`src/design/fla_pkg.sv`:
```
package fla_pkg;

  localparam int unsigned MaxSegments = 16;
  localparam int unsigned IdxW        = $clog2(MaxSegments);
  localparam int unsigned CntW        = $clog2(MaxSegments + 1);
  localparam int unsigned AddrW       = 16;
  localparam int unsigned LenW        = 16;
  localparam int unsigned StatusW     = 3;
  localparam int unsigned CfgIdxW     = 1;
  localparam int unsigned CfgDataW    = 16;

  localparam logic [LenW-1:0] DefaultMemorySize = 16'd640;

  localparam logic [CfgIdxW-1:0] RegFitPolicy  = 1'b0;
  localparam logic [CfgIdxW-1:0] RegMemorySize = 1'b1;

  localparam logic [StatusW-1:0] StGranted    = 3'd0;
  localparam logic [StatusW-1:0] StNoFit      = 3'd1;
  localparam logic [StatusW-1:0] StInserted   = 3'd2;
  localparam logic [StatusW-1:0] StMergedNext = 3'd3;
  localparam logic [StatusW-1:0] StMergedPrev = 3'd4;
  localparam logic [StatusW-1:0] StMergedBoth = 3'd5;
  localparam logic [StatusW-1:0] StRejected   = 3'd6;

  typedef struct packed {
    logic [AddrW-1:0] start;
    logic [LenW-1:0]  len;
  } seg_t;

  typedef struct packed {
    logic            mode;
    logic [LenW-1:0] block_length;
    logic [AddrW-1:0] block_start;
  } req_t;

  typedef struct packed {
    logic [AddrW-1:0]   granted_start;
    logic [LenW-1:0]    granted_length;
    logic [StatusW-1:0] status;
  } rsp_t;

  typedef enum logic [3:0] {
    S_IDLE,
    S_SCAN,
    S_DECIDE,
    S_MOVE_RD,
    S_MOVE_WR,
    S_FIX,
    S_INIT,
    S_OUT
  } state_e;

endpackage

```
`src/design/fla_stream_if.sv`:
```
interface fla_stream_if #(parameter type T = logic);
  logic valid;
  logic ready;
  T     data;
  modport source (output valid, output data, input ready);
  modport sink (input valid, input data, output ready);
endinterface

```
`src/design/fla_seg_ram.sv`:
```
module fla_seg_ram (
  input  logic                    clk_i,
  input  logic                    we_i,
  input  logic [fla_pkg::IdxW-1:0] waddr_i,
  input  fla_pkg::seg_t           wdata_i,
  input  logic [fla_pkg::IdxW-1:0] raddr_i,
  output fla_pkg::seg_t           rdata_o
);

  fla_pkg::seg_t mem_q [fla_pkg::MaxSegments];

  always_ff @(posedge clk_i) begin
    if (we_i) begin
      mem_q[waddr_i] <= wdata_i;
    end
    rdata_o <= mem_q[raddr_i];
  end

endmodule

```
`src/design/free_list_segment_allocator.sv`:
```
// Free-segment allocator with first-fit or best-fit placement and
// coalescing on release.
// Requests arrive on the req channel (mode, block_length, block_start)
// as valid/ready words; each request yields exactly one word on the rsp
// channel (granted_start, granted_length, status).
// The segment table lives in a single-port-write, single-port-read RAM
// with a registered read port. A request is first scanned (one read and
// one compare per entry, ending early when first fit or a right
// neighbour stops it), then decided; up to N entries (N the current
// segment count) are then moved one at a time to insert or remove a
// segment, the modified entry is written back and the response is loaded.
// One request is worked on at a time; the next is taken once the block
// is idle again.
// Reset loads fit_policy 1 and memory_size 640, and the block then writes
// one segment spanning all memory. Writing memory_size rebuilds the table
// the same way. A response held by a stalled receiver stays in its output
// register; the next request may be worked on meanwhile, but its response
// waits until the register has been taken.
module free_list_segment_allocator (
  input  logic                        clk_i,
  input  logic                        rst_ni,
  fla_stream_if.sink                  req,
  fla_stream_if.source                rsp,
  input  logic                        cfg_we_i,
  input  logic [fla_pkg::CfgIdxW-1:0] cfg_idx_i,
  input  logic [fla_pkg::CfgDataW-1:0] cfg_data_i
);

  localparam int unsigned IdxW = fla_pkg::IdxW;
  localparam int unsigned CntW = fla_pkg::CntW;
  localparam int unsigned AW   = fla_pkg::AddrW;
  localparam int unsigned LW   = fla_pkg::LenW;

  fla_pkg::state_e state_q, state_d;
  logic            policy_q, policy_d;
  logic [LW-1:0]   msize_q, msize_d;
  logic [CntW-1:0] count_q, count_d;
  logic [CntW-1:0] ptr_q, ptr_d;       // scan index / move index
  fla_pkg::req_t   req_q, req_d;
  logic            found_q, found_d;
  logic [IdxW-1:0] pick_q, pick_d;
  fla_pkg::seg_t   pseg_q, pseg_d;     // picked or left segment
  fla_pkg::seg_t   rseg_q, rseg_d;     // right neighbour on release
  logic            rvalid_q, rvalid_d; // a read issued last cycle
  logic [CntW-1:0] rptr_q, rptr_d;
  logic            stop_q, stop_d;
  logic            dir_up_q, dir_up_d; // shift direction
  logic [CntW-1:0] mend_q, mend_d;
  fla_pkg::seg_t   fix_q, fix_d;
  logic [IdxW-1:0] fixa_q, fixa_d;
  logic [CntW-1:0] ncount_q, ncount_d;
  fla_pkg::rsp_t   ans_q, ans_d;       // answer waiting for the output register
  fla_pkg::rsp_t   rsp_q, rsp_d;
  logic            rsp_valid_q, rsp_valid_d;

  logic            we;
  logic [IdxW-1:0] waddr, raddr;
  fla_pkg::seg_t   wdata, rdata;

  fla_seg_ram u_ram (
    .clk_i  (clk_i),
    .we_i   (we),
    .waddr_i(waddr),
    .wdata_i(wdata),
    .raddr_i(raddr),
    .rdata_o(rdata)
  );

  logic [AW:0]   rel_end;
  logic [AW:0]   left_end;
  logic          left_ok, right_ok, ljoin, rjoin;
  logic [CntW-1:0] pos;

  assign rel_end  = {1'b0, req_q.block_start} + {1'b0, req_q.block_length};
  assign left_end = {1'b0, pseg_q.start} + {1'b0, pseg_q.len};
  assign pos      = ptr_q;
  assign left_ok  = !found_q || (left_end <= {1'b0, req_q.block_start});
  assign ljoin    = found_q && (left_end == {1'b0, req_q.block_start});
  assign right_ok = !rvalid_q || (rel_end <= {1'b0, rseg_q.start});
  assign rjoin    = rvalid_q && (rel_end == {1'b0, rseg_q.start});

  assign req.ready = (state_q == fla_pkg::S_IDLE) && !cfg_we_i;
  assign rsp.valid = rsp_valid_q;
  assign rsp.data  = rsp_q;

  // Decision after the scan; mirrors the datapath block below.
  function automatic fla_pkg::state_e next_after_decide();
    fla_pkg::state_e s;
    s = fla_pkg::S_OUT;
    if (!req_q.mode) begin
      if (found_q && pseg_q.len == req_q.block_length &&
          CntW'(pick_q) + 1'b1 < count_q) s = fla_pkg::S_MOVE_RD;
      else if (found_q) s = fla_pkg::S_FIX;
    end else if (req_q.block_length != '0 && rel_end <= {1'b0, msize_q} &&
                 left_ok && right_ok) begin
      if (ljoin && rjoin) s = (pos + 1'b1 < count_q) ? fla_pkg::S_MOVE_RD : fla_pkg::S_FIX;
      else if (ljoin || rjoin) s = fla_pkg::S_FIX;
      else if (count_q < CntW'(fla_pkg::MaxSegments))
        s = (pos < count_q) ? fla_pkg::S_MOVE_RD : fla_pkg::S_FIX;
    end
    return s;
  endfunction

  always_comb begin
    state_d = state_q;
    unique case (state_q)
      fla_pkg::S_IDLE:    if (req.valid && req.ready) state_d = fla_pkg::S_SCAN;
      fla_pkg::S_SCAN:    if (stop_d) state_d = fla_pkg::S_DECIDE;
      fla_pkg::S_DECIDE:  state_d = next_after_decide();
      fla_pkg::S_MOVE_RD: state_d = fla_pkg::S_MOVE_WR;
      fla_pkg::S_MOVE_WR: state_d = (ptr_d == mend_q) ? fla_pkg::S_FIX : fla_pkg::S_MOVE_RD;
      fla_pkg::S_FIX:     state_d = fla_pkg::S_OUT;
      fla_pkg::S_INIT:    state_d = fla_pkg::S_IDLE;
      fla_pkg::S_OUT:     if (!rsp_valid_q || rsp.ready) state_d = fla_pkg::S_IDLE;
      default:            state_d = fla_pkg::S_IDLE;
    endcase
    if (cfg_we_i && cfg_idx_i == fla_pkg::RegMemorySize) state_d = fla_pkg::S_INIT;
  end

  always_comb begin
    policy_d = policy_q;  msize_d = msize_q;  count_d = count_q;
    ptr_d = ptr_q;  req_d = req_q;  found_d = found_q;  pick_d = pick_q;
    pseg_d = pseg_q;  rseg_d = rseg_q;  rvalid_d = 1'b0;  rptr_d = rptr_q;
    stop_d = stop_q;  dir_up_d = dir_up_q;  mend_d = mend_q;
    fix_d = fix_q;  fixa_d = fixa_q;  ncount_d = ncount_q;
    ans_d = ans_q;  rsp_d = rsp_q;  rsp_valid_d = rsp_valid_q;
    we = 1'b0;  waddr = '0;  wdata = '0;  raddr = '0;

    if (rsp_valid_q && rsp.ready) rsp_valid_d = 1'b0;

    unique case (state_q)
      fla_pkg::S_IDLE: begin
        if (req.valid && req.ready) begin
          req_d = req.data;  ptr_d = '0;  found_d = 1'b0;  stop_d = 1'b0;
          rptr_d = '0;
        end
      end
      fla_pkg::S_SCAN: begin
        // Issue reads at rptr; consume the word read last cycle.
        stop_d = stop_q;
        if (rvalid_q) begin
          if (!req_q.mode) begin
            if (req_q.block_length != '0 && rdata.len >= req_q.block_length &&
                (!found_q || (policy_q && rdata.len < pseg_q.len))) begin
              found_d = 1'b1;  pick_d = IdxW'(ptr_q);  pseg_d = rdata;
              if (!policy_q) stop_d = 1'b1;
            end
            ptr_d = ptr_q + 1'b1;
          end else begin
            if (rdata.start <= req_q.block_start) begin
              found_d = 1'b1;  pseg_d = rdata;  ptr_d = ptr_q + 1'b1;
            end else begin
              rseg_d = rdata;  stop_d = 1'b1;
            end
          end
        end
        if (!stop_d && !rvalid_q && rptr_q != count_q) begin
          raddr = IdxW'(rptr_q);  rvalid_d = 1'b1;  rptr_d = rptr_q + 1'b1;
        end else if (!stop_d && !rvalid_q) begin
          stop_d = 1'b1;
        end
        // Keep the right neighbour valid flag into the decide cycle.
        if (stop_d && rvalid_q && req_q.mode && !(rdata.start <= req_q.block_start))
          rvalid_d = 1'b1;
      end
      fla_pkg::S_DECIDE: begin
        rvalid_d = rvalid_q;
        ans_d = '{granted_start: '0, granted_length: '0, status: fla_pkg::StRejected};
        ncount_d = count_q;
        if (!req_q.mode) begin
          ans_d.status = fla_pkg::StNoFit;
          if (found_q) begin
            ans_d = '{granted_start: pseg_q.start, granted_length: req_q.block_length,
                      status: fla_pkg::StGranted};
            if (pseg_q.len == req_q.block_length) begin
              // Exact fit: pull the tail down over the picked entry.
              dir_up_d = 1'b0;  ptr_d = CntW'(pick_q) + 1'b1;  mend_d = count_q;
              ncount_d = count_q - 1'b1;
              fixa_d = IdxW'(count_q - 1'b1);  fix_d = '0;
            end else begin
              fixa_d = pick_q;
              fix_d.start = pseg_q.start + req_q.block_length;
              fix_d.len = pseg_q.len - req_q.block_length;
            end
          end
        end else if (req_q.block_length != '0 && rel_end <= {1'b0, msize_q} &&
                     left_ok && right_ok) begin
          if (ljoin && rjoin) begin
            ans_d.status = fla_pkg::StMergedBoth;
            dir_up_d = 1'b0;  ptr_d = pos + 1'b1;  mend_d = count_q;
            ncount_d = count_q - 1'b1;
            fixa_d = IdxW'(pos - 1'b1);
            fix_d.start = pseg_q.start;
            fix_d.len = pseg_q.len + req_q.block_length + rseg_q.len;
          end else if (ljoin) begin
            ans_d.status = fla_pkg::StMergedPrev;
            fixa_d = IdxW'(pos - 1'b1);
            fix_d.start = pseg_q.start;
            fix_d.len = pseg_q.len + req_q.block_length;
          end else if (rjoin) begin
            ans_d.status = fla_pkg::StMergedNext;
            fixa_d = IdxW'(pos);
            fix_d.start = req_q.block_start;
            fix_d.len = rseg_q.len + req_q.block_length;
          end else if (count_q < CntW'(fla_pkg::MaxSegments)) begin
            ans_d.status = fla_pkg::StInserted;
            dir_up_d = 1'b1;  ptr_d = count_q;  mend_d = pos;
            ncount_d = count_q + 1'b1;
            fixa_d = IdxW'(pos);
            fix_d.start = req_q.block_start;
            fix_d.len = req_q.block_length;
          end
        end
      end
      fla_pkg::S_MOVE_RD: begin
        raddr = dir_up_q ? IdxW'(ptr_q - 1'b1) : IdxW'(ptr_q);
      end
      fla_pkg::S_MOVE_WR: begin
        we = 1'b1;  wdata = rdata;
        if (dir_up_q) begin
          waddr = IdxW'(ptr_q);  ptr_d = ptr_q - 1'b1;
        end else begin
          waddr = IdxW'(ptr_q - 1'b1);  ptr_d = ptr_q + 1'b1;
        end
      end
      fla_pkg::S_FIX: begin
        we = 1'b1;  waddr = fixa_q;  wdata = fix_q;  count_d = ncount_q;
      end
      fla_pkg::S_OUT: begin
        // The answer moves out only once the previous word has been taken.
        if (!rsp_valid_q || rsp.ready) begin
          rsp_valid_d = 1'b1;  rsp_d = ans_q;
        end
      end
      fla_pkg::S_INIT: begin
        we = 1'b1;  waddr = '0;  wdata = '{start: '0, len: msize_q};
        count_d = (msize_q != '0) ? CntW'(1) : '0;
      end
      default: ;
    endcase

    if (cfg_we_i) begin
      unique case (cfg_idx_i)
        fla_pkg::RegFitPolicy:  policy_d = cfg_data_i[0];
        fla_pkg::RegMemorySize: msize_d = cfg_data_i[LW-1:0];
        default: ;
      endcase
    end
  end

  always_ff @(posedge clk_i or negedge rst_ni) begin
    if (!rst_ni) begin
      state_q     <= fla_pkg::S_INIT;
      policy_q    <= 1'b1;
      msize_q     <= fla_pkg::DefaultMemorySize;
      count_q     <= '0;
      rsp_valid_q <= 1'b0;
      rvalid_q    <= 1'b0;
      stop_q      <= 1'b0;
    end else begin
      state_q     <= state_d;
      policy_q    <= policy_d;
      msize_q     <= msize_d;
      count_q     <= count_d;
      rsp_valid_q <= rsp_valid_d;
      rvalid_q    <= rvalid_d;
      stop_q      <= stop_d;
    end
  end

  always_ff @(posedge clk_i) begin
    ptr_q <= ptr_d;  req_q <= req_d;  found_q <= found_d;  pick_q <= pick_d;
    pseg_q <= pseg_d;  rseg_q <= rseg_d;  rptr_q <= rptr_d;
    dir_up_q <= dir_up_d;  mend_q <= mend_d;  fix_q <= fix_d;  fixa_q <= fixa_d;
    ncount_q <= ncount_d;  ans_q <= ans_d;  rsp_q <= rsp_d;
  end

  a_count_range: assert property (@(posedge clk_i) disable iff (!rst_ni)
    count_q <= CntW'(fla_pkg::MaxSegments))
    else $error("segment count out of range");

  a_rsp_hold: assert property (@(posedge clk_i) disable iff (!rst_ni)
    rsp_valid_q && !rsp.ready |=> rsp_valid_q && $stable(rsp_q))
    else $error("response word changed while waiting");

  a_rsp_after_out: assert property (@(posedge clk_i) disable iff (!rst_ni)
    $rose(rsp_valid_q) |-> $past(state_q) == fla_pkg::S_OUT)
    else $error("response raised outside output state");

endmodule

```
`src/flat_wrapper.sv`:
```
// flat-port wrapper written by rule: the top's interface ports become plain ports
module free_list_segment_allocator_flat 
  (clk_i, rst_ni, cfg_we_i, cfg_idx_i, cfg_data_i, req_valid, req_data, req_ready, rsp_valid, rsp_data, rsp_ready);
  fla_stream_if #(.T(fla_pkg::req_t)) req_i ();
  fla_stream_if #(.T(fla_pkg::rsp_t)) rsp_i ();
  input  logic clk_i;
  input  logic rst_ni;
  input  logic cfg_we_i;
  input  logic [fla_pkg::CfgIdxW-1:0] cfg_idx_i;
  input  logic [fla_pkg::CfgDataW-1:0] cfg_data_i;
  input wire logic [$bits(req_i.valid)-1:0] req_valid;
  input wire logic [$bits(req_i.data)-1:0] req_data;
  output wire logic [$bits(req_i.ready)-1:0] req_ready;
  output wire logic [$bits(rsp_i.valid)-1:0] rsp_valid;
  output wire logic [$bits(rsp_i.data)-1:0] rsp_data;
  input wire logic [$bits(rsp_i.ready)-1:0] rsp_ready;
  assign req_i.valid = req_valid;
  assign req_i.data = req_data;
  assign req_ready = req_i.ready;
  assign rsp_valid = rsp_i.valid;
  assign rsp_data = rsp_i.data;
  assign rsp_i.ready = rsp_ready;
  free_list_segment_allocator u_core (.clk_i(clk_i), .rst_ni(rst_ni), .req(req_i), .rsp(rsp_i), .cfg_we_i(cfg_we_i), .cfg_idx_i(cfg_idx_i), .cfg_data_i(cfg_data_i));
endmodule
```
`config.mk`:
```
export PLATFORM = sky130hd
export DESIGN_NAME = free_list_segment_allocator_flat
export DESIGN_NICKNAME = d
export VERILOG_FILES = /design/src/design/fla_pkg.sv /design/src/design/fla_stream_if.sv /design/src/design/fla_seg_ram.sv /design/src/design/free_list_segment_allocator.sv /design/src/flat_wrapper.sv
export SDC_FILE = /design/constraint.sdc
export NUM_CORES = 1
export LEC_CHECK = 0
export ABC_AREA = 1
export BUFFER_PORTS_ARGS = -buffer_cell sky130_fd_sc_hd__clkbuf_2
export CORE_UTILIZATION = 38
export CTS_BUF_LIST = sky130_fd_sc_hd__clkbuf_16
export DETAILED_ROUTE_END_ITERATION = 10
export PLACE_DENSITY_LB_ADDON = 0.2
export SLEW_MARGIN = 15
export SYNTH_ARGS = -nofsm -noshare
export SYNTH_HDL_FRONTEND = slang
export SYNTH_SLANG_ARGS = --single-unit
```
`constraint.sdc`:
```
create_clock -name clk_i -period 7.65 [get_ports clk_i]
set_input_delay 1.9125 -clock clk_i [delete_from_list [all_inputs] [get_ports clk_i]]
set_output_delay 1.9125 -clock clk_i [all_outputs]
set_load 0.05 [all_outputs]
```
==> results.py, run 1 <==
metrics = {
    "power_and_ir_drop": {
        "intPower_mw": 9.794,
        "powerDensity_nw_per_um2": 346.7,
        "p_leak_nw": 17.34,
        "power.share.switching": 0.3742,
        "netSwitchingPower_mw": 5.857,
        "pwr-share-comb": 0.307,
        "power_mw": 15.65,
        "p_seq_frac": 0.423,
        "ir_drop_mv": 0.2171,
        "p_clk_frac": 0.270,
    },
    "final_layout": {
        "n_antenna_cell": 0,
        "final_util": 0.4337,
        "drive_above_1_share": 0.09454,
        "area_growth_pct": 12.38,
        "nets": 4111,
    },
    "timing": {
        "fin_crit_sh": 0.7896,
        "tns_ns": 0,
        "setup_viol": 0,
        "slew_headroom": 0.1521,
        "layout_setup_ws_ns": 1.610,
        "clock_skew_ns": 0.04113,
        "clock.fmax_mhz": 165.6,
        "period_minus_slack_ns": 6.040,
        "maxSlewViolCount": 0,
        "hold_viol_final": 0,
        "worst-slew-pin-transition_ns": 1.272,
        "rsz0062_at_grt": "false",
    },
    "yosys": {
        "synthesis.nets": 4045,
        "synth_edf_count": 736,
        "synth.distinct_cells": 73,
        "synth_seq_cells": 801,
        "synthMuxAreaShare": 0,
        "synth_flop_cell": "edfxtp_1",
        "syn_area_per_cell_um2": 10.68,
        "synth_top_family_by_area": "compound AO/OA/AOI/OAI gates",
        "synth-compound-area-share": 0.1411,
        "ys_warn_count": 0,
        "netlist_area_um2": 40170,
        "yosys.area_share.xor_xnor": 0.01853,
        "synthAdderAreaFrac": 0.07295,
        "syn-instance-count": 3760,
        "async_reset_ff_frac": 0.03496,
        "synth_seq_area_share": 0.5863,
        "synthSimpleGateAreaFrac": 0.1184,
    },
    "clock_network": {
        "cts_buffer_depth": 3,
        "cts_inserted_buffers": 90,
        "clk_latency_ns": 0.70,
        "clk_pin_slew_worst_paths_ns": 0.06,
        "postCtsSetupBuffers": 0,
        "cts_tree": "done",
        "root_buffer": "clkbuf_16",
        "postCtsHoldBufs": 0,
        "htreeDepth": 3,
        "cts.sinks": 801,
        "cts.repair.resized": 0,
    },
    "placed_design": {
        "post-place-ws_ns": 1.693,
        "place.gp.congestion": 0.9477,
        "dpl.hpwl_mm": 81.03,
        "port_buffers": 91,
    },
    "detailed_routing": {
        "vias": 28930,
        "drt_iter0_markers": 2352,
        "dr.max_layer_used": "met4",
        "met2_length_mm": 59.94,
        "wirelength_mm": 126.4,
        "route.antenna.remaining_nets": 0,
        "wire_per_inst_um": 23.93,
        "drc": 0,
        "wirelength_met1_mm": 54.92,
        "firstDrtPassIters": 5,
        "wl_met3_mm": 7.828,
        "viasPerCell": 5.476,
    },
    "setup_path": {
        "max_stage_delay_ns": 0.80,
        "crit_path_frequent_cell": "a21oi_1",
        "required_ns": 7.95,
        "worst_setup_path_end_kind": "flop",
        "worstReg2RegStart": "u_core.pseg_q[2]",
        "path_max_fanout": 41,
        "start_kind": "flop",
        "crit_type": "flop to flop",
        "slowest_stage": "nor3_1",
        "cp-startpoint": "u_core.pseg_q[2]",
        "worst-endpoint-arrival_ns": 6.34,
    },
    "grt": {
        "grtUsageTotal": 0.2337,
        "grt_pass1_wl_mm": 184.2,
        "grt_max_degree": 197,
        "grt_overflow": 0,
        "grt_antenna_before_repair": 3,
        "grt_pass1_vias": 27780,
    },
    "die": {
        "ios": 92,
        "die_y_um": 327.1,
        "die-area_um2": 107000,
        "core_um2": 104100,
        "start_util": 0.3859,
        "die_w_um": 327.1,
        "core.rowCount": 118,
    },
    "hold_path": {
        "min_from": "u_core.ans_q[20]",
        "hp-class": "flop to flop",
    },
    "flow_run": {
        "maxCapViolations": 0,
    },
    "run_status": {
        "status": "completed",
    },
}
-- worst paths after layout --
check,end,cells after the start,slack (ns)
setup reg to reg,u_core.mend_q[1],25,1.61
hold reg to reg,u_core.rsp.data[20],0,0.41
min in group asynchronous,u_core.count_q[2],1,1.36
hold / removal,u_core.rsp.data[20],0,0.41
setup / recovery,u_core.mend_q[1],25,1.61
max in group asynchronous,u_core.msize_q[3],1,5.67
-- synth_stat cells, types with 7 or more instances --
library cell,n,area (um^2)
nand3_1,131,655.6
o31ai_1,14,105.1
clkbuf_1,93,349.1
buf_2,58,290.3
nand2_2,13,81.33
xnor2_1,24,210.2
xor2_1,61,534.3
inv_1,449,1685
inv_2,15,56.30
nand2_1,582,2185
nor2_1,299,1122
o311ai_0,118,1033
nand4_1,24,150.1
fa_1,7,140.1
o21bai_1,11,82.58
ha_1,223,2790
edfxtp_1,736,22100
a31oi_1,12,75.07
a22o_1,15,131.4
nor3_1,23,115.1
o211ai_1,170,1276
dfxtp_1,37,740.7
o21ai_0,150,750.7
o21ai_1,23,115.1
nor2_2,7,43.79
a21oi_1,298,1491
buf_1,9,33.78
nor4_1,8,50.05
o221ai_1,15,131.4
o22ai_1,8,50.05
dfrtp_1,23,575.6
-- registers in the layout, indices dropped and copies added, names as in the netlist, 16 cells and up --
register / flops
u_core.ans_q: 35
u_core.fix_q: 32
u_core.msize_q: 16
u_core.pseg_q: 32
u_core.req_q: 33
u_core.rseg_q: 32
u_core.rsp.data: 35
u_core.u_ram.mem_q: 512
u_core.u_ram.rdata_o: 32
-- cells in the final DEF, fill, tap and decap left out, types with 11 or more instances in the layout --
| cell | count |
|---|---|
| edfxtp_1 | 736 |
| nand2_1 | 580 |
| inv_1 | 474 |
| a21oi_1 | 297 |
| nor2_1 | 280 |
| ha_1 | 223 |
| o211ai_1 | 170 |
| o21ai_0 | 149 |
| nand3_1 | 131 |
| o311ai_0 | 118 |
| clkbuf_16 | 93 |
| clkbuf_2 | 91 |
| xor2_1 | 61 |
| buf_4 | 48 |
| dfxtp_1 | 37 |
| nor2_4 | 25 |
| xnor2_1 | 24 |
| nand4_1 | 24 |
| clkinv_1 | 23 |
| dfrtp_1 | 23 |
| nor3_1 | 22 |
| o21ai_1 | 21 |
| clkinv_2 | 18 |
| inv_2 | 16 |
| o221ai_1 | 15 |
| a22o_1 | 15 |
| o31ai_1 | 14 |
| nand2_2 | 12 |
| a31oi_1 | 12 |
| o21bai_1 | 11 |
-- cells by family after synthesis --
kind of cell             count (synthesis)
AND/OR/NAND/NOR                       1121
AO/OA/AOI/OAI                          883
flip-flops                             801
buffers and inverters                  640
adder cells (fa/ha/maj)                230
XOR/XNOR                                85
-- metal layers --
layer  vias up  GRT usage
met2      1047     0.3870
met3       184    0.02864
met4         0    0.07903
met5         -          0
met1     14130     0.3167
li1      13560          -
-- per-stage QoR --
stage	area (um^2)	cells	hold slack, ns
final	45140	5283	0.4137
after global routing	45140	5283	0.4241
after floorplan	40170	3760	0.4003
after CTS	45130	5281	0.4151
after global placement	42240	5112	0.4008
after detailed placement	42240	5112	0.4045
-- power groups by stage --
stage	combinational [mW]	clock, mW	sequential [mW]
after floorplan	3.07	0	6.50
after global placement	4.75	0	6.69
after detailed placement	4.77	0	6.69
after CTS	4.79	4.29	6.60
after global routing	5.31	4.48	6.66
final	4.81	4.22	6.62
-- layout make-up --
class | count | area (um^2)
well taps | 1380 | 1727
clock buffers | 93 | 2327
multi-input cells | 2319 | 14330
repair buffers | 142 | 863.3
fillers | 9803 | 58950
clock inverters | 76 | 563.0
flip-flops and latches | 801 | 23550
inverters | 472 | 1782
-- critical path, delay by kind of cell (launching register included) --
kind                       cells  cell delay, ns
buffers and inverters          1            0.06
xor gates and xnor gates       1            0.13
adders and majority gates      2            0.69
AOI/OAI and AO/OA             10            1.81
and+or+nand+nor               11            2.49
DFF                            1            0.45
Note: power is estimated with default switching activity, not from simulation.
==> run 2, diff against run 1 <==
- ABC_AREA: 1 -> 0
- clock period: 7.65 -> 4.9 ns (I/O delays scaled with it)
==> run 2 against run 1 <==
Compared with the run above: the run now ends with negative setup slack left; register-to-register slack worse by 2.1 ns; clock skew fell by 0.011 ns; clock-buffer cell count decreased by 1; combinational power rose by 68%; critical path type unchanged; largest cell class unchanged.
==> results.py, run 2 <==
metrics = {
    "setup_path": {
        "cp.buffers_inverters": 3,
        "slowest_stage": "edfxtp_1",
        "worst-endpoint-arrival_ns": 6.02,
        "required_ns": 5.48,
        "crit_path_end": "u_core.state_q[1]",
        "worstReg2RegStart": "u_core.req_q[17]",
        "crit_family": "compound AO/OA/AOI/OAI gates",
        "r2r-end": "u_core.state_q[1]",
        "r2r_slack_ns": -0.54,
        "start_kind": "flop",
        "max_stage_delay_ns": 0.40,
        "worst_setup_path_end_kind": "flop",
        "reg2regPathDepth": 27,
        "crit_type": "flop to flop",
        "crit_cells": 27,
        "path_max_fanout": 3,
        "cp-startpoint": "u_core.req_q[17]",
    },
    "final_layout": {
        "nets": 3938,
        "final_cell_mix": "edfxtp_1 (736), nand2_1 (382), buf_4 (237)",
        "area_growth_pct": 21.44,
        "largest_reg_flops": 512,
        "fill_cells": 9432,
        "regMostFlops": "u_core.u_ram.mem_q",
        "multi_input_area_um2": 15840,
        "final_common_cell": "edfxtp_1",
        "final_util": 0.4653,
        "regArea_um2": 23550,
        "drive_above_1_share": 0.1967,
        "n_antenna_cell": 0,
    },
    "flow_run": {
        "maxCapViolations": 0,
    },
    "yosys": {
        "synth_seq_cells": 801,
        "synth_top_area_cell": "edfxtp_1",
        "syn_area_per_cell_um2": 11.88,
        "synth_top_family_by_area": "compound AO/OA/AOI/OAI gates",
        "synth_flop_cell": "edfxtp_1",
        "ys_warn_count": 0,
        "synthSimpleGateAreaFrac": 0.1083,
        "netlist_area_um2": 39660,
        "synth_edf_count": 736,
        "syn-instance-count": 3338,
        "synth.distinct_cells": 81,
        "synth-compound-area-share": 0.1524,
        "synth_most_common_cell": "edfxtp_1",
        "synthMuxAreaShare": 0.01196,
        "synthTopCellsByArea": "edfxtp_1 (56%), ha_1 (7.0%), nand2_1 (3.7%), a211oi_1 (3.4%), a21oi_1 (3.0%)",
        "yosysTopAreaCellShare": 0.5573,
        "synth_seq_area_share": 0.5938,
        "yosys-top-cells-count": "edfxtp_1 (736), nand2_1 (390), a21oi_1 (235)",
        "synthesis.nets": 3623,
        "yosys.area_share.xor_xnor": 0.02761,
        "async_reset_ff_frac": 0.03496,
        "synthAdderAreaFrac": 0.07389,
    },
    "power_and_ir_drop": {
        "powerDensity_nw_per_um2": 504.8,
        "ir_drop_mv": 0.2628,
        "p_leak_nw": 18.06,
    },
    "detailed_routing": {
        "drc": 0,
        "firstDrtPassIters": 6,
        "viasPerCell": 5.494,
        "wire_per_inst_um": 24.50,
        "route.antenna.remaining_nets": 0,
        "drt_iter0_markers": 2459,
        "vias": 28060,
        "wirelength_mm": 125.1,
    },
    "timing": {
        "period_minus_slack_ns": 5.437,
        "setup_viol": 83,
        "clock_skew_ns": 0.03030,
        "layout_setup_ws_ns": -0.5373,
        "clock.fmax_mhz": 183.9,
        "maxSlewViolCount": 0,
        "fin_crit_sh": 1.110,
        "rsz0062_at_grt": "true",
        "slew_headroom": 0.2367,
        "hold_viol_final": 0,
        "worst-slew-pin-transition_ns": 1.143,
    },
    "grt": {
        "grt_pass1_wl_mm": 180.5,
        "grtUsageTotal": 0.2310,
        "grt_max_degree": 109,
        "grt_overflow": 0,
        "grt_antenna_before_repair": 6,
        "grt_pass1_vias": 27000,
    },
    "die": {
        "die_w_um": 325.0,
        "ios": 92,
        "die-area_um2": 105700,
        "core.rowCount": 118,
        "core_um2": 103500,
        "start_util": 0.3832,
        "die_y_um": 325.0,
    },
    "clock_network": {
        "clk_pin_slew_worst_paths_ns": 0.06,
        "postCtsHoldBufs": 0,
        "htreeDepth": 3,
        "cts_inserted_buffers": 90,
        "root_buffer": "clkbuf_16",
        "clk_latency_ns": 0.67,
        "cts_buffer_depth": 3,
        "cts.sinks": 801,
        "cts_tree": "done",
    },
    "placed_design": {
        "post-place-ws_ns": -0.7216,
        "dpl.hpwl_mm": 84.55,
        "place.gp.congestion": 0.9122,
        "port_buffers": 91,
    },
    "run_status": {
        "violations": "negative setup slack",
        "status": "finished, violations left",
    },
    "hold_path": {
        "hp-class": "flop to flop",
    },
}
-- run 2: worst register-to-register path, cell delays in order (launching register included) --
cell,delay (ns)
edfxtp_1,0.40
ha_1,0.30
a21o_1,0.19
a21oi_4,0.18
o21bai_2,0.11
a21oi_2,0.17
nor2b_1,0.06
o21a_1,0.19
o21a_1,0.17
o21a_1,0.19
o21ai_2,0.15
nand2b_1,0.09
a21oi_2,0.18
xnor2_2,0.09
buf_4,0.14
ha_1,0.29
nand4_1,0.14
buf_4,0.12
o21ai_1,0.06
o31a_1,0.37
a2111oi_4,0.34
buf_4,0.17
and3_4,0.18
a32oi_1,0.10
o311a_1,0.34
xnor2_1,0.15
nand4_1,0.19
a211o_1,0.30
-- run 2: power by group --
part	internal [mW]	switching, mW
Combinational	2.87	5.20
Clock	3.79	2.84
Sequential	8.93	0.684
-- run 2: stage by stage --
| step | instance area (um^2) | setup TNS (ns) | cells | hold slack, ns | power [mW] |
|---|---|---|---|---|---|
| finish | 48160 | -23.32 | 5107 | 0.4069 | 24.31 |
| global route | 48160 | -45.20 | 5107 | 0.4131 | 25.45 |
| CTS | 47170 | -20.67 | 5073 | 0.4066 | 24.23 |
| detailed placement | 43750 | -30.71 | 4890 | 0.4054 | 17.38 |
| global placement | 43750 | -26.41 | 4890 | 0.4002 | 17.34 |
| floorplan | 39770 | -12.77 | 3338 | 0.4003 | 14.19 |
-- run 2: area by class of cell --
class,instances,share of cell area
clock buffer,92,0.04780
timing repair buffer,407,0.07456
clock inverter,74,0.01257
tap,1380,0.03585
inverter,144,0.01122
multi-input combinational,2209,0.3290
sequential,801,0.4890
-- run 2: timing repair --
action | in CTS | in global routing
gates resized for setup | 72 | 144
setup buffers | 18 | 36
pin swaps | 50 | 54
gates cloned | 3 | 3
endpoints found under the setup margin | 94 | 96
-- run 2: kinds of logic after synthesis --
group | Yosys count
AOI/OAI and AO/OA | 895
and+or+nand+nor | 914
adders and majority gates | 230
DFF | 801
xor gates and xnor gates | 125
muxes | 45
buffers and inverters | 328
-- run 2: how the worst min path moves through the flow --
stage,end,startpoint,cells past startpoint
after floorplan,u_core.rsp.data[0],u_core.ans_q[0],0
after global placement,u_core.rsp.data[23],u_core.ans_q[23],0
after detailed placement,u_core.rsp.data[28],u_core.ans_q[28],0
after CTS,u_core.rsp.data[33],u_core.ans_q[33],0
after global routing,u_core.rsp.data[33],u_core.ans_q[33],0
final,u_core.rsp.data[33],u_core.ans_q[33],0
-- run 2: layer usage --
| metal | track usage | vias up | wire length (um) |
|---|---|---|---|
| met5 | 0 | - | 0 |
| met4 | 0.07957 | 0 | 4803 |
| met3 | 0.02683 | 205 | 5658 |
| met2 | 0.3727 | 804 | 58180 |
| met1 | 0.3222 | 13870 | 56490 |
| li1 | - | 13170 | - |
